`config.mk`:
```
export PLATFORM = sky130hd
export DESIGN_NAME = repeating_timer_with_catchup_core
export DESIGN_NICKNAME = d
export VERILOG_FILES = /design/src/design/rtwc_pkg.sv /design/src/design/rtwc_div.sv /design/src/design/repeating_timer_with_catchup_core.sv
export VERILOG_INCLUDE_DIRS = /design/src /design/src/design
export SDC_FILE = /design/constraint.sdc
export NUM_CORES = 1
export LEC_CHECK = 0
export BUFFER_PORTS_ARGS = -buffer_cell sky130_fd_sc_hd__buf_2
export CAP_MARGIN = 30
export CORE_MARGIN = 4
export CORE_UTILIZATION = 50
export CTS_BUF_LIST = sky130_fd_sc_hd__clkbuf_8
export DETAILED_ROUTE_END_ITERATION = 8
export PLACE_DENSITY = 0.68
export SYNTH_ARGS = -nofsm -noshare
export SYNTH_HDL_FRONTEND = slang
export SYNTH_SLANG_ARGS = --single-unit
```
`constraint.sdc`:
```
create_clock -name clk -period 4.9 [get_ports clk]
set_clock_uncertainty 0.15 [all_clocks]
set_input_delay 0 -clock clk [delete_from_list [all_inputs] [get_ports clk]]
set_output_delay 0 -clock clk [all_outputs]
set_load 0.01 [all_outputs]
```
`src/design/repeating_timer_with_catchup_core_assert.svh`:
```
// ----------------------------------------------------------------------------
// Repeating timer assertion macros
// Property macros shared by the timer RTL; they reduce to nothing in synthesis.
// ----------------------------------------------------------------------------
`ifndef REPEATING_TIMER_WITH_CATCHUP_CORE_ASSERT_SVH
`define REPEATING_TIMER_WITH_CATCHUP_CORE_ASSERT_SVH

`ifndef SYNTHESIS

// Same-cycle implication, checked outside reset.
`define RTWC_ASSERT_IMPL(label, clk, rst_n, ante, cons) \
	label: assert property (@(posedge clk) disable iff (!rst_n) (ante) |-> (cons)) \
		else $error("timer assertion failed");

// Next-cycle implication, checked outside reset.
`define RTWC_ASSERT_NEXT(label, clk, rst_n, ante, cons) \
	label: assert property (@(posedge clk) disable iff (!rst_n) (ante) |=> (cons)) \
		else $error("timer assertion failed");

`else

`define RTWC_ASSERT_IMPL(label, clk, rst_n, ante, cons)
`define RTWC_ASSERT_NEXT(label, clk, rst_n, ante, cons)

`endif

`endif

```
`src/design/rtwc_pkg.sv`:
```
// ----------------------------------------------------------------------------
// Repeating timer package
// Widths, operation codes, register indexes and shared types of the timer.
// ----------------------------------------------------------------------------
`default_nettype none

package rtwc_pkg;

	// Time values are whole time units.
	localparam int TIME_BITS = 32;
	// Remaining interval needs one extra bit for period plus one.
	localparam int REM_BITS = TIME_BITS + 1;
	// Loop budget width.
	localparam int LOOP_BITS = 32;
	// Fire count width and its saturation value.
	localparam int FIRE_BITS = 16;
	localparam logic [FIRE_BITS-1:0] FIRE_MAX = '1;
	// Step counter of the divider.
	localparam int STEP_BITS = $clog2(TIME_BITS);

	// Operation codes carried on the input word.
	typedef enum logic [2:0] {
		OP_TICK    = 3'd0,
		OP_ARM     = 3'd1,
		OP_PAUSE   = 3'd2,
		OP_RESUME  = 3'd3,
		OP_SKIP    = 3'd4,
		OP_STOP    = 3'd5,
		OP_RESTART = 3'd6
	} op_t;

	// Configuration register indexes.
	typedef enum logic [2:0] {
		REG_TIME_MODE     = 3'd0,
		REG_PERIOD        = 3'd1,
		REG_INITIAL_DELAY = 3'd2,
		REG_USE_INITIAL   = 3'd3,
		REG_LOOP_TOTAL    = 3'd4,
		REG_MAX_ONCE      = 3'd5,
		REG_SKIP_FIRST    = 3'd6
	} reg_idx_t;

	// Sequencer states.
	typedef enum logic [1:0] {
		ST_IDLE,
		ST_EVAL,
		ST_DIV,
		ST_COMMIT
	} state_t;

	// Divider status seen by the sequencer.
	typedef struct packed {
		logic busy;
		logic done;
	} div_stat_t;

endpackage

`default_nettype wire

```
`src/design/rtwc_div.sv`:
```
// ----------------------------------------------------------------------------
// Repeating timer divider
// Restoring divider that produces one quotient bit per cycle.
// ----------------------------------------------------------------------------
`default_nettype none

module rtwc_div (
	input  wire logic                            clk,
	input  wire logic                            arst_n,
	input  wire logic                            start,
	input  wire logic [rtwc_pkg::TIME_BITS-1:0]  dividend,
	input  wire logic [rtwc_pkg::TIME_BITS-1:0]  divisor,
	output rtwc_pkg::div_stat_t                  stat,
	output logic      [rtwc_pkg::TIME_BITS-1:0]  quotient
);
	import rtwc_pkg::*;

	logic [TIME_BITS-1:0] rem_q;
	logic [TIME_BITS-1:0] quo_q;
	logic [TIME_BITS-1:0] dsr_q;
	logic [STEP_BITS-1:0] step_q;
	logic                 busy_q;
	logic                 done_q;
	logic [TIME_BITS:0]   trial;
	logic [TIME_BITS:0]   diff;
	logic                 take;

	// Shift the next dividend bit in and try one subtraction.
	always_comb begin
		trial = {rem_q, quo_q[TIME_BITS-1]};
		diff  = trial - {1'b0, dsr_q};
		take  = !diff[TIME_BITS];
	end

	// Control of the step sequence.
	always_ff @(posedge clk or negedge arst_n) begin
		if (!arst_n) begin
			busy_q <= 1'b0;
			done_q <= 1'b0;
			step_q <= '0;
		end else begin
			done_q <= 1'b0;
			if (start) begin
				busy_q <= 1'b1;
				step_q <= '0;
			end else if (busy_q) begin
				step_q <= step_q + 1'b1;
				if (step_q == STEP_BITS'(TIME_BITS - 1)) begin
					busy_q <= 1'b0;
					done_q <= 1'b1;
				end
			end
		end
	end

	// Partial remainder and quotient bits.
	always_ff @(posedge clk) begin
		if (start) begin
			rem_q <= '0;
			quo_q <= dividend;
			dsr_q <= divisor;
		end else if (busy_q) begin
			rem_q <= take ? diff[TIME_BITS-1:0] : trial[TIME_BITS-1:0];
			quo_q <= {quo_q[TIME_BITS-2:0], take};
		end
	end

	assign stat.busy = busy_q;
	assign stat.done = done_q;
	assign quotient  = quo_q;

endmodule

`default_nettype wire

```
`src/design/repeating_timer_with_catchup_core.sv`:
```
// ----------------------------------------------------------------------------
// Repeating timer with catch-up firing
// Reloading countdown timer that reports firings per tick, with loop budget.
// ----------------------------------------------------------------------------
// Each input word is one operation (tick, arm, pause, resume, skip, stop,
// restart) and gives exactly one result word with the fire count and the
// status flags. The block handles one word at a time: most words pass
// through accept, evaluate and commit, while a time-mode tick that expires
// and needs a catch-up count also waits in a divide step, in which the
// restoring divider works out elapsed/period one quotient bit per cycle.
// A result waits in an output register, so the next word is taken while it
// is still unread. Configuration registers are read live and take effect on
// the next word; write them only while the block is idle.
`default_nettype none

`include "repeating_timer_with_catchup_core_assert.svh"

module repeating_timer_with_catchup_core (
	input  wire logic        clk,
	input  wire logic        arst_n,
	// Input stream
	input  wire logic        s_tvalid,
	output logic             s_tready,
	input  wire logic [31:0] s_tdata,   // [31:0] elapsed
	input  wire logic [2:0]  s_tuser,   // [2:0] operation
	// Result stream
	output logic             m_tvalid,
	input  wire logic        m_tready,
	output logic      [23:0] m_tdata,   // [15:0] fire_count, [16] finished,
	                                    // [17] active, [18] paused_now, rest zero
	// Configuration write channel
	input  wire logic        cfg_valid,
	output logic             cfg_ready,
	input  wire logic [2:0]  cfg_addr,
	input  wire logic [31:0] cfg_data
);
	import rtwc_pkg::*;

	// Configuration registers
	logic                 time_mode_q;
	logic [TIME_BITS-1:0] period_q;
	logic [TIME_BITS-1:0] init_delay_q;
	logic                 use_init_q;
	logic [LOOP_BITS-1:0] loop_total_q;
	logic                 max_once_q;
	logic                 skip_first_q;

	// Timer state
	logic [REM_BITS-1:0]  remaining_q;
	logic [LOOP_BITS-1:0] loops_q;
	logic                 paused_q;
	logic                 skip_q;
	logic                 stop_q;
	logic                 done_q;
	logic                 armed_q;

	// Latched input word
	op_t                  op_q;
	logic [TIME_BITS-1:0] elapsed_q;

	// Output register
	logic                 m_tvalid_q;
	logic [FIRE_BITS-1:0] out_fire_q;
	logic                 out_fin_q;
	logic                 out_act_q;
	logic                 out_pau_q;

	// Sequencer
	state_t               state_q;
	state_t               state_nxt;
	logic                 out_free;
	logic                 div_start;
	logic                 commit_en;

	// Divider
	div_stat_t            div_stat;
	logic [TIME_BITS-1:0] quotient;

	// Evaluation
	logic                 run_tick;
	logic                 once;
	logic                 expire;
	logic                 need_div;
	logic [REM_BITS-1:0]  elapsed_ext;
	logic [REM_BITS-1:0]  reload_val;
	logic [REM_BITS-1:0]  first_val;
	logic [REM_BITS-1:0]  count;
	logic [REM_BITS-1:0]  fires;
	logic [REM_BITS-1:0]  nxt_remaining;
	logic [LOOP_BITS-1:0] nxt_loops;
	logic                 nxt_paused;
	logic                 nxt_skip;
	logic                 nxt_stop;
	logic                 nxt_done;
	logic                 nxt_armed;
	logic [FIRE_BITS-1:0] fires_sat;

	// Configuration writes are always taken.
	assign cfg_ready = 1'b1;

	always_ff @(posedge clk or negedge arst_n) begin
		if (!arst_n) begin
			time_mode_q  <= 1'b1;
			period_q     <= '0;
			init_delay_q <= '0;
			use_init_q   <= 1'b0;
			loop_total_q <= LOOP_BITS'(1);
			max_once_q   <= 1'b0;
			skip_first_q <= 1'b0;
		end else if (cfg_valid) begin
			unique case (cfg_addr)
				REG_TIME_MODE:     time_mode_q  <= cfg_data[0];
				REG_PERIOD:        period_q     <= cfg_data[TIME_BITS-1:0];
				REG_INITIAL_DELAY: init_delay_q <= cfg_data[TIME_BITS-1:0];
				REG_USE_INITIAL:   use_init_q   <= cfg_data[0];
				REG_LOOP_TOTAL:    loop_total_q <= cfg_data[LOOP_BITS-1:0];
				REG_MAX_ONCE:      max_once_q   <= cfg_data[0];
				REG_SKIP_FIRST:    skip_first_q <= cfg_data[0];
				default: ;
			endcase
		end
	end

	// Catch-up divider, used by each expiring time-mode tick that needs a catch-up count.
	rtwc_div u_div (
		.clk      (clk),
		.arst_n   (arst_n),
		.start    (div_start),
		.dividend (elapsed_q),
		.divisor  (period_q),
		.stat     (div_stat),
		.quotient (quotient)
	);

	// Tick qualification and the expiry test.
	always_comb begin
		elapsed_ext = {1'b0, elapsed_q};
		run_tick    = (op_q == OP_TICK) && armed_q && !done_q && !stop_q &&
		              !skip_q && !paused_q;
		once        = max_once_q || (period_q == '0);
		expire      = elapsed_ext >= remaining_q;
		need_div    = run_tick && time_mode_q && expire && !once &&
		              (loops_q != LOOP_BITS'(1));
		reload_val  = time_mode_q ? {1'b0, period_q} : {1'b0, period_q} + 1'b1;
		first_val   = time_mode_q ? {1'b0, init_delay_q} : {1'b0, init_delay_q} + 1'b1;
		count       = once ? REM_BITS'(1) : {1'b0, quotient} + 1'b1;
	end

	// Next timer state and fire count of the current word.
	always_comb begin
		nxt_remaining = remaining_q;
		nxt_loops     = loops_q;
		nxt_paused    = paused_q;
		nxt_skip      = skip_q;
		nxt_stop      = stop_q;
		nxt_done      = done_q;
		nxt_armed     = armed_q;
		fires         = '0;
		case (op_q)
			OP_TICK: begin
				if (armed_q && !done_q) begin
					if (stop_q) begin
						nxt_done = 1'b1;
					end else if (skip_q) begin
						nxt_skip = 1'b0;
					end else if (!paused_q) begin
						if (time_mode_q) begin
							if (!expire) begin
								nxt_remaining = remaining_q - elapsed_ext;
							end else if (loops_q == '0) begin
								nxt_remaining = {1'b0, period_q};
								fires         = count;
							end else if (loops_q != LOOP_BITS'(1)) begin
								nxt_remaining = {1'b0, period_q};
								if ({1'b0, loops_q} > count) begin
									nxt_loops = loops_q - count[LOOP_BITS-1:0];
									fires     = count;
								end else begin
									fires    = {1'b0, loops_q};
									nxt_done = 1'b1;
								end
							end else begin
								fires    = REM_BITS'(1);
								nxt_done = 1'b1;
							end
						end else begin
							if (remaining_q > REM_BITS'(1)) begin
								nxt_remaining = remaining_q - 1'b1;
							end else begin
								fires = REM_BITS'(1);
								if (loops_q == '0) begin
									nxt_remaining = reload_val;
								end else if (loops_q != LOOP_BITS'(1)) begin
									nxt_loops     = loops_q - 1'b1;
									nxt_remaining = reload_val;
								end else begin
									nxt_remaining = '0;
									nxt_done      = 1'b1;
								end
							end
						end
					end
				end
			end
			OP_ARM: begin
				nxt_remaining = use_init_q ? first_val : reload_val;
				nxt_loops     = loop_total_q;
				nxt_skip      = skip_first_q;
				nxt_paused    = 1'b0;
				nxt_stop      = 1'b0;
				nxt_done      = 1'b0;
				nxt_armed     = 1'b1;
			end
			OP_PAUSE:  nxt_paused = 1'b1;
			OP_RESUME: nxt_paused = 1'b0;
			OP_SKIP:   nxt_skip   = 1'b1;
			OP_STOP:   nxt_stop   = 1'b1;
			OP_RESTART: begin
				if (armed_q && !done_q) begin
					nxt_remaining = reload_val;
				end
			end
			default: ;
		endcase
		fires_sat = (fires > REM_BITS'(FIRE_MAX)) ? FIRE_MAX : fires[FIRE_BITS-1:0];
	end

	// Sequencer next state.
	always_comb begin
		state_nxt = state_q;
		unique case (state_q)
			ST_IDLE:   if (s_tvalid) state_nxt = ST_EVAL;
			ST_EVAL:   state_nxt = need_div ? ST_DIV : ST_COMMIT;
			ST_DIV:    if (div_stat.done) state_nxt = ST_COMMIT;
			ST_COMMIT: if (out_free) state_nxt = ST_IDLE;
			default:   state_nxt = ST_IDLE;
		endcase
	end

	// Sequencer outputs.
	always_comb begin
		out_free  = !m_tvalid_q || m_tready;
		s_tready  = (state_q == ST_IDLE);
		div_start = (state_q == ST_EVAL) && need_div;
		commit_en = (state_q == ST_COMMIT) && out_free;
	end

	always_ff @(posedge clk or negedge arst_n) begin
		if (!arst_n) begin
			state_q <= ST_IDLE;
		end else begin
			state_q <= state_nxt;
		end
	end

	// Latch the accepted word.
	always_ff @(posedge clk) begin
		if (s_tvalid && s_tready) begin
			op_q      <= op_t'(s_tuser);
			elapsed_q <= s_tdata[TIME_BITS-1:0];
		end
	end

	// Timer state is updated once per word, when its result is stored.
	always_ff @(posedge clk or negedge arst_n) begin
		if (!arst_n) begin
			remaining_q <= '0;
			loops_q     <= '0;
			paused_q    <= 1'b0;
			skip_q      <= 1'b0;
			stop_q      <= 1'b0;
			done_q      <= 1'b0;
			armed_q     <= 1'b0;
		end else if (commit_en) begin
			remaining_q <= nxt_remaining;
			loops_q     <= nxt_loops;
			paused_q    <= nxt_paused;
			skip_q      <= nxt_skip;
			stop_q      <= nxt_stop;
			done_q      <= nxt_done;
			armed_q     <= nxt_armed;
		end
	end

	// Output word register.
	always_ff @(posedge clk or negedge arst_n) begin
		if (!arst_n) begin
			m_tvalid_q <= 1'b0;
		end else if (commit_en) begin
			m_tvalid_q <= 1'b1;
		end else if (m_tready) begin
			m_tvalid_q <= 1'b0;
		end
	end

	always_ff @(posedge clk) begin
		if (commit_en) begin
			out_fire_q <= fires_sat;
			out_fin_q  <= nxt_done;
			out_act_q  <= nxt_armed && !nxt_done;
			out_pau_q  <= nxt_paused;
		end
	end

	assign m_tvalid = m_tvalid_q;
	assign m_tdata  = {5'b0, out_pau_q, out_act_q, out_fin_q, out_fire_q};

	// The input side only opens while the divider is at rest.
	`RTWC_ASSERT_IMPL(a_ready_div_idle, clk, arst_n, s_tready, !div_stat.busy)
	// The divider only finishes while the sequencer waits for it.
	`RTWC_ASSERT_IMPL(a_div_done_state, clk, arst_n, div_stat.done, state_q == ST_DIV)
	// A stored result is presented on the next cycle.
	`RTWC_ASSERT_NEXT(a_commit_valid, clk, arst_n, commit_en, m_tvalid)
	// Only a tick can fire.
	`RTWC_ASSERT_NEXT(a_fire_tick_only, clk, arst_n, commit_en && (op_q != OP_TICK),
		out_fire_q == '0)
	// A finished timer never reports itself active.
	`RTWC_ASSERT_IMPL(a_fin_not_active, clk, arst_n, m_tvalid, !(out_fin_q && out_act_q))

endmodule

`default_nettype wire
```
Yosys cells after proc, flatten, opt, wreduce, memory -nomap -nowiden
Index checks and enable logic that the tools add are counted.
{"block": "op_classes", "n_addsub": 9, "multipliers": 0, "div_mod_pow": 0, "n_lt_le_gt_ge": 4, "n_eq_ne": 31, "n_shift": 0, "muxes": 78, "n_bitwise": 0, "reduce_logical": 48}
{"op": "two-way mux 33 bit", "count": 26}
{"op": "two-way mux 32 bit", "count": 15}
{"op": "adder 32 x 1 -> 33 bit (second input constant)", "count": 3}
{"op": "one-hot mux 33 bit (3 select lines)", "count": 1}
{"op": "subtractor 33 x 32 -> 33 bit", "count": 2}
{"op": "zero test 32 bit", "count": 2}
{"op": "one-hot mux 32 bit (2 select lines)", "count": 1}
{"op": ">= comparator 32 x 33 -> 1 bit", "count": 1}
{"op": "greater-than comparator 32 x 33 -> 1 bit", "count": 1}
{"op": "greater-than comparator 33 x 1 -> 1 bit (second input constant)", "count": 1}
{"op": "greater-than comparator 33 x 16 -> 1 bit (second input constant)", "count": 1}
{"op": "subtractor 33 x 1 -> 33 bit (second input constant)", "count": 1}
{"op": "inequality test 32 x 1 -> 1 bit (second input constant)", "count": 1}
{"op": "subtractor 32 x 1 -> 32 bit (second input constant)", "count": 1}
{"op": "subtractor 32 bit", "count": 1}
{"op": "two-way mux 1 bit", "count": 25}
{"op": "== test 3 bit (second input constant)", "count": 6}
{"op": "AND reduction 2 bit", "count": 8}
{"op": "logical AND 1 bit", "count": 14}
{"op": "inequality test 2 bit (second input constant)", "count": 7}
{"op": "== test 3 x 2 -> 1 bit (second input constant)", "count": 4}
{"op": "AND reduction 11 bit", "count": 1}
{"op": "two-way mux 5 bit", "count": 2}
{"op": "zero test 1 bit", "count": 8}
{"op": "22 further kinds", "count": 37}
{"block": "totals", "reg_bits": 330, "latch_bits": 0, "mem_bits_rw": 0, "romBits": 0, "input_bits": 75, "elab_cells": 198, "mem_count": 0}

Depth between registers and ports, before layout
Gate-level depths: netlist of run 1.
{"block": "logic_depth", "word_depth": 16, "mapped_depth": 24, "ltp_nobuf": 20}

By module
A second synthesis of run 1 with hierarchy kept.
{"block": "unflattened", "hier_cells": 2627, "hier_area_um2": 23541.3}
{"module": "repeating_timer_with_catchup_core", "n_inst": 1, "cells_per_inst": 2018, "area_each_um2": 17504.3, "seq_area_each_um2": 5953.2}
{"module": "rtwc_div", "n_inst": 1, "cells_per_inst": 609, "area_each_um2": 6037.0, "seq_area_each_um2": 2737.6}

Least setup slack after synthesis of run 1
Ideal clock, no wire load.
{"block": "synth_timing", "kind": "register -> register", "start": "register period_q[0]", "end": "register out_fire_q[10], data pin", "setup_time_ps": 267, "arrival_time_ps": 4476, "required_time_ps": 4483, "path_slack_ps": 7, "stages_incl_launch_ff": 24, "path_buffers": 5, "path_cell_list": "dfrtp_1 > inv_1 > ha_1 > nor4b_1 > nand4_1 > nor2_1 > nor2_1 > clkbuf_1 > clkbuf_1 > buf_1 > nand2_1 > ha_1 > a21o_1 > a21o_1 > a21o_1 > nand4b_1 > o211ai_1 > a21oi_1 > nor2_1 > clkbuf_1 > buf_1 > nor2_1 > a21oi_1 > o21ai_0"}
{"block": "synth_via", "elab_chain_len": 15}
{"element": "start, declared", "line_no": "repeating_timer_with_catchup_core.sv:41", "rtl": "logic [TIME_BITS-1:0] period_q;"}
{"element": "start signal, assigned", "line_no": "repeating_timer_with_catchup_core.sv:113", "rtl": "REG_PERIOD: period_q <= cfg_data[TIME_BITS-1:0];"}
{"element": "zero test 32 bit *", "line_no": "repeating_timer_with_catchup_core.sv:140", "rtl": "once = max_once_q || (period_q == '0);"}
{"element": "logical OR 1 bit *", "line_no": "repeating_timer_with_catchup_core.sv:140"}
{"element": "two-way mux 33 bit *", "line_no": "repeating_timer_with_catchup_core.sv:146", "rtl": "count = once ? REM_BITS'(1) : {1'b0, quotient} + 1'b1;"}
{"element": "greater-than comparator 32 x 33 -> 1 bit", "line_no": "repeating_timer_with_catchup_core.sv:175", "rtl": "if ({1'b0, loops_q} > count) begin"}
{"element": "two-way mux 33 bit", "line_no": "repeating_timer_with_catchup_core.sv:175"}
{"element": "two-way mux 33 bit", "line_no": "repeating_timer_with_catchup_core.sv:173", "rtl": "end else if (loops_q != LOOP_BITS'(1)) begin"}
{"element": "two-way mux 33 bit *", "line_no": "repeating_timer_with_catchup_core.sv:170", "rtl": "end else if (loops_q == '0) begin"}
{"element": "two-way mux 33 bit *", "line_no": "repeating_timer_with_catchup_core.sv:168", "rtl": "if (!expire) begin"}
{"element": "two-way mux 33 bit *", "line_no": "repeating_timer_with_catchup_core.sv:167", "rtl": "if (time_mode_q) begin"}
{"element": "two-way mux 33 bit *", "line_no": "repeating_timer_with_catchup_core.sv:166", "rtl": "end else if (!paused_q) begin"}
{"element": "two-way mux 33 bit *", "line_no": "repeating_timer_with_catchup_core.sv:164", "rtl": "end else if (skip_q) begin"}
{"element": "two-way mux 33 bit *", "line_no": "repeating_timer_with_catchup_core.sv:162", "rtl": "if (stop_q) begin"}
{"element": "two-way mux 33 bit *", "line_no": "repeating_timer_with_catchup_core.sv:161", "rtl": "if (armed_q && !done_q) begin"}
{"element": "two-way mux 33 bit *", "line_no": "repeating_timer_with_catchup_core.sv:159", "rtl": "case (op_q)"}
{"element": "greater-than comparator 33 x 16 -> 1 bit", "line_no": "repeating_timer_with_catchup_core.sv:225", "rtl": "fires_sat = (fires > REM_BITS'(FIRE_MAX)) ? FIRE_MAX : fires[FIRE_BITS-1:0];"}
{"element": "end signal, assigned", "line_no": "repeating_timer_with_catchup_core.sv:298", "rtl": "out_fire_q <= fires_sat;"}
{"element": "end, declared", "line_no": "repeating_timer_with_catchup_core.sv:63", "rtl": "logic [FIRE_BITS-1:0] out_fire_q;"}
Mark *: on every way between the ends. The rest lies on a longest branch, timed or not.
A chain may end at the register's enable or synchronous reset.

Final worst setup path of run 1
{"block": "layout_timing", "start": "register period_q[0]", "end": "register out_fire_q[9], data pin"}
Same word-level chain as after synthesis.

==> flow_summary.ini, run 1 <==
[floorplan]
die_height_um = 222
ios = 102
rows = 78
design.core.area_um2 = 45400
die_w_um = 222
start_util_pct = 50.6
die_area_um2 = 49400

[synth]
synth.cell_area_um2 = 22900
synthArstFlopShare_pct = 54.5
synth.ff_latch_count = 330
netlist_instances = 2546
yosysWarnings = 0
synth_ff_type = dfrtp_1
ys_types = 85
avgSynthCellArea_um2 = 9.01
yosysSeqAreaShare_pct = 37.9
synth_edf_count = 118

[sta]
worst_pin_slew_ns = 0.978
finalMaxSlewViolations = 0
setup_viol = 0
hold_viol_final = 0
hold-worst-slack_ns = 0.0470
max_clock_freq_mhz = 210
rsz0062_at_grt = true
slew_headroom_pct = 34.6
finalCriticalPeriod_ns = 4.76
period_share_pct = 97.1

[setup_path]
crit_path_top_delay_cell = ha_1
cp_max_fo = 9
rrSetupSlack_ns = 0.14
crit_arrival_ns = 4.97
worst_setup_path_end_kind = flop
path_cells = inv_1 > ha_1 > nor4b_2 > nand4_1 > nor2_4 > nor2_2 > buf_4 > buf_4 > o21ai_0 > ha_1 > nand3_1 > nor3_2 > nand4_1 > o32ai_1 > a21oi_1 > nor2_2 > buf_4 > nor2_1 > o21bai_2 > a31o_4 > o21ai_0
cp-start-kind = flop
cp.required_ns = 5.11
critical_path_class = reg2reg
crit_top_cell = buf_4
max_stage_delay_ns = 0.52
crit_buf_inv = 4
crit_family = simple AND/OR/NAND/NOR gates

[clock_network]
htreeDepth = 2
cts_tree = yes
root_buffer = clkbuf_8
clock_sinks = 330
cts_buffers = 57
clock_latency_ns = 0.67
cts_buffer_depth = 3
clk_pin_slew_ns = 0.07

[grt]
antenna_found_initial = 0
grt_pass1_wl_mm = 118
first_global_vias = 19900
grt.total_usage_pct = 30.1
grt_overflow = 0
grt_max_degree = 105

[power]
switching_share_pct = 45.0
clkPwrFrac_pct = 17.5
power_frac_seq_pct = 28.8
p_leak_nw = 11.6
switching_power_mw = 7.24
irDropWorstVdd_uv = 308
powerDensity_nw_per_um2 = 587
p_int_mw = 8.85
power_frac_comb_pct = 53.7

[final_layout]
final_nets = 3012
fill_cells = 3919
final_common_cell = nand2_1
fin_cells = 3471
syn_to_final_growth_pct = 19.4
mostFrequentLayoutCells = nand2_1, o21ai_0, dfrtp_1, nor2_1, a21oi_1
layout-drive-gt1-share_pct = 17.6
utilization_pct = 60.4

[placement]
gp_congestion = 1.01
placed_cells = 3220
io_buffers = 95
place.detailed.hpwl_mm = 57.7

[route]
via_per_inst = 6.10
ant_nets = 0
wl_per_cell_um = 22.5
routed_wl_mm = 78.0
via_count = 21200
drt_iter0_markers = 2493
drc = 0
drt-pass1-iter-count = 8

[run]
maxCapViolations = 0

[min_path]
holdCritPathClass = in2reg

[status]
status = complete, no violations
[cells in the mapped netlist, types with 12 or more instances]
library cell	count	area share, %
a211oi_1	41	1.3
a21o_1	43	1.4
a21oi_1	166	3.6
a221oi_1	14	0.53
a31oi_1	17	0.46
and2_1	19	0.52
and3_1	34	0.93
and4_1	12	0.46
buf_4	13	0.43
clkbuf_1	101	1.7
dfrtp_1	178	19
dfxtp_1	32	2.8
edfxtp_1	118	15
ha_1	110	6.0
inv_1	119	1.9
mux2_2	123	6.0
mux2i_1	37	1.6
nand2_1	259	4.2
nand2b_1	22	0.60
nand3_1	65	1.4
nand4_1	40	1.1
nor2_1	170	2.8
nor2b_1	19	0.52
nor3_1	61	1.3
nor4_1	32	0.87
o211ai_1	17	0.56
o21a_1	16	0.52
o21ai_0	190	4.1
o21bai_1	16	0.52
o22ai_1	41	1.1
o31ai_1	18	0.59
or2_2	19	0.52
xnor2_1	122	4.7
xor2_1	95	3.6
[cell type report]
type | count | area (um2) | area share (%)
diodes | 2 | 5.00 | 0.0183
multi-input cells | 1975 | 13500 | 49.4
repair buffers | 340 | 2720 | 9.94
well taps | 600 | 751 | 2.74
clock buffers | 66 | 908 | 3.32
inverters | 120 | 450 | 1.64
clock inverters | 38 | 345 | 1.26
flip-flops and latches | 330 | 8690 | 31.7
[layer usage]
layer  part of all wire, %  track usage, %
met4                   3.8            10.6
met5                     0               0
met2                    43            45.1
met1                    45            44.6
met3                   8.2            4.39
[cell families (layout without fill, tap and decap cells)]
logic type	count (synthesis)	count (layout)	synth area share (%)
flip-flops	330	330	37.9
other	2	8	0.0327
multiplexers	163	163	7.80
AND/OR/NAND/NOR	808	809	17.3
buffers and inverters	247	564	4.29
AO/OA/AOI/OAI	665	666	18.1
XOR/XNOR	218	218	8.36
adder cells (fa/ha/maj)	113	113	6.26
[power groups by stage]
stage	registers, mW	logic, mW	clock network, mW
floorplan	4.29	5.89	0
global placement	4.60	8.05	0
detailed placement	4.62	8.20	0
CTS	4.58	8.36	2.84
global route	4.70	9.42	2.98
finish	4.63	8.64	2.82
[path summary, 6_finish.rpt]
| check | from | endpoint | cells after the start |
|---|---|---|---|
| worst min register to register | u_div.rem_q[20] | u_div.rem_q[20] | 2 |
| min in group asynchronous | arst_n | loop_total_q[30] | 4 |
| worst min-delay path | m_tready | m_tvalid | 4 |
| worst max-delay path | period_q[0] | out_fire_q[9] | 21 |
| max in group asynchronous | arst_n | loop_total_q[5] | 4 |
| worst max register to register | period_q[0] | out_fire_q[9] | 21 |
[what timing repair did]
item / CTS / global route
endpoints found under the setup margin: 51 / 50
gates resized for setup: 10 / 29
pin swaps: 0 / 12
endpoints found under the hold margin: 316 / 0
setup buffers: 0 / 15
hold buffers: 127 / 0
gates cloned: 0 / 2
[state kept, by name (all words and copies together), names as in the netlist, 2 cells and up]
name,cells
init_delay_q,32
loops_q,32
u_div.quotient,32
remaining_q,33
loop_total_q,32
op_q,3
period_q,32
state_q,2
elapsed_q,32
u_div.rem_q,32
out_fire_q,16
u_div.step_q,5
u_div.dsr_q,32
[per-stage QoR]
| step | setup TNS, ns | setup slack [ns] | total power [mW] | area [um2] |
|---|---|---|---|---|
| after floorplan | 0 | 0.00740 | 10.2 | 23000 |
| after global placement | -8.39 | -0.334 | 12.7 | 24500 |
| after detailed placement | -13.00 | -0.462 | 12.8 | 24500 |
| after CTS | 0 | 0.0463 | 15.8 | 27100 |
| after global routing | -0.154 | -0.0444 | 17.1 | 27400 |
| final | 0 | 0.142 | 16.1 | 27400 |
[worst min-delay path, stage by stage]
cell           delay [ns]
dlygate4sd3_1        0.52
buf_2                0.09
nand2b_1             0.13
nand2_1              0.06
(Power assumes the default switching activity.)
==> inputs of run 2 (changes only) <==
--- a/config.mk
+++ b/config.mk
@@ -7,7 +7,6 @@
 export NUM_CORES = 1
 export LEC_CHECK = 0
 export BUFFER_PORTS_ARGS = -buffer_cell sky130_fd_sc_hd__buf_2
-export CAP_MARGIN = 30
 export CORE_MARGIN = 4
 export CORE_UTILIZATION = 50
 export CTS_BUF_LIST = sky130_fd_sc_hd__clkbuf_8
==> constraint.sdc (replaced) <==
create_clock -name clk -period 4.05 [get_ports clk]
set_clock_uncertainty 0.15 [all_clocks]
set_input_delay 1.0125 -clock clk [delete_from_list [all_inputs] [get_ports clk]]
set_output_delay 1.0125 -clock clk [all_outputs]
set_load 0.01 [all_outputs]
==> run 2 against run 1 <==
Compared with the run above: the run now ends with setup timing left; non-clock buffer count rose by 71; first-iteration DRC count down 2.1%; sequential share of layout area fell by 1.3 points; sequential power is 20% higher; final cell count rose by 2.1%; register-to-register slack worse by 0.44 ns; critical path depth is the same; power is 31% higher; via count grew 2.2%; routed wire length rose by 1.4%; critical path type unchanged.
==> flow_summary.ini, run 2 (synthesis gave the netlist of run 1 again) <==
[sta]
period_share_pct = 107
rsz0062_at_grt = true
finalMaxSlewViolations = 0
hold_viol_final = 0
max_clock_freq_mhz = 230
worst_pin_slew_ns = 0.988
setup_viol = 51
slew_headroom_pct = 34.1
layout_setup_ws_ns = -0.296
finalCriticalPeriod_ns = 4.35

[placement]
io_buffers = 95
placed_cells = 3396
place.detailed.hpwl_mm = 59.3
place_area_um2 = 26000
gp_congestion = 0.951

[route]
ant_nets = 0
drc = 0
via_per_inst = 6.10
routed_wl_mm = 79.1
drt-pass1-iter-count = 6
via_count = 21600
drt_iter0_markers = 2441
wl_per_cell_um = 22.3

[floorplan]
ios = 102
die_height_um = 222
die_w_um = 222
design.core.area_um2 = 45400
die_area_um2 = 49400
start_util_pct = 50.6
rows = 78

[status]
violations = setup timing
status = finished with violations

[clock_network]
root_buffer = clkbuf_8
clock_latency_ns = 0.70
clk_pin_slew_ns = 0.07
htreeDepth = 2
cts_buffer_depth = 3
cts_buffers = 58
cts_tree = yes
clock_sinks = 330

[power]
powerDensity_nw_per_um2 = 739
p_leak_nw = 12.3
irDropWorstVdd_uv = 439

[final_layout]
layout-drive-gt1-share_pct = 26.9
antennaDiodeCount = 0
largest_reg_flops = 33
mostFrequentLayoutCells = buf_4, nand2_1, dfrtp_1, nor2_1, a21oi_1
utilization_pct = 62.8
final_common_cell = buf_4
top_register = remaining_q
final_nets = 3083
syn_to_final_growth_pct = 24.3
fin_cells = 3545
stdcell_area_um2 = 28500

[grt]
grt_pass1_wl_mm = 119
grt_overflow = 0
first_global_vias = 20500
grt_max_degree = 68
antenna_found_initial = 2
grt.total_usage_pct = 30.3

[setup_path]
cp-start-kind = flop
path_cells = nor4_1 > nand4_1 > nor2_2 > buf_4 > nor2_4 > buf_12 > nand2_4 > ha_4 > fa_2 > nor2b_2 > o311a_1 > o211ai_1 > buf_4 > a31oi_4 > a41oi_2 > o22ai_2 > o21ai_2 > a21oi_2 > and4b_1 > nor4_1 > o31ai_1
crit_buf_inv = 3
cp.required_ns = 4.44
cp_max_fo = 8
max_stage_delay_ns = 0.37
worst_setup_path_end_kind = flop
crit_family = compound AO/OA/AOI/OAI gates
crit_path_top_delay_cell = dfrtp_1
critical_path_class = reg2reg
crit_arrival_ns = 4.73

[run]
maxCapViolations = 0

[min_path]
holdCritPathClass = in2async
## run 2: layer usage
layer	share of wire [%]	wire length, um	vias to the layer above	global-route usage, %
li1	-	-	9991	-
met1	44	34600	10500	44.7
met2	43	34000	993	44.7
met3	8.7	6880	165	4.58
met4	4.5	3600	2	12.6
met5	0.010	8	-	0
## run 2: what timing repair did
| action | 4_1_cts | 5_1_grt |
|---|---|---|
| endpoints found under the setup margin | 51 | 106 |
| cloned | 1 | 8 |
| endpoints found under the hold margin | 0 | 0 |
| pin swaps | 31 | 49 |
| hold buffers | 0 | 0 |
| buffers inserted | 14 | 18 |
| resized for setup | 64 | 128 |
## run 2: worst paths after layout
check | start | to | cells after the start | slack, ns
worst max-delay path | period_q[22] | loops_q[30] | 21 | -0.30
worst min-delay path | arst_n | loops_q[7] | 1 | 0.15
worst max register to register | period_q[22] | loops_q[30] | 21 | -0.30
worst min register to register | u_div.rem_q[20] | u_div.rem_q[20] | 2 | 0.35
max in group asynchronous | arst_n | remaining_q[28] | 2 | 2.73
min in group clk | s_tuser[0] | op_q[0] | 1 | 0.34
## run 2: per-stage QoR
stage | hold WS, ns | setup slack [ns] | total power, mW | TNS, ns
floorplan | 0.273 | 0.0101 | 12.4 | 0
global placement | 0.317 | -0.439 | 16.2 | -15.15
detailed placement | 0.335 | -0.562 | 16.4 | -19.26
CTS | 0.147 | -0.158 | 20.2 | -3.94
global route | 0.180 | -0.508 | 22.4 | -17.82
finish | 0.148 | -0.296 | 21.1 | -10.42
## run 2: cell type report
| class | instances | area (um2) |
|---|---|---|
| fill | 3797 | 16900 |
| clock buffer | 65 | 895 |
| inverter | 120 | 450 |
| multi-input combinational | 1974 | 14200 |
| timing repair buffer | 411 | 3170 |
| clock inverter | 45 | 380 |
| sequential | 330 | 8690 |
| tap | 600 | 751 |
## run 2: where the power goes
part           switching, mW  internal (mW)  total, mW
sequential              1.14           4.43       5.57
combinational           6.60           5.47       12.1
clock                   1.55           1.88       3.42
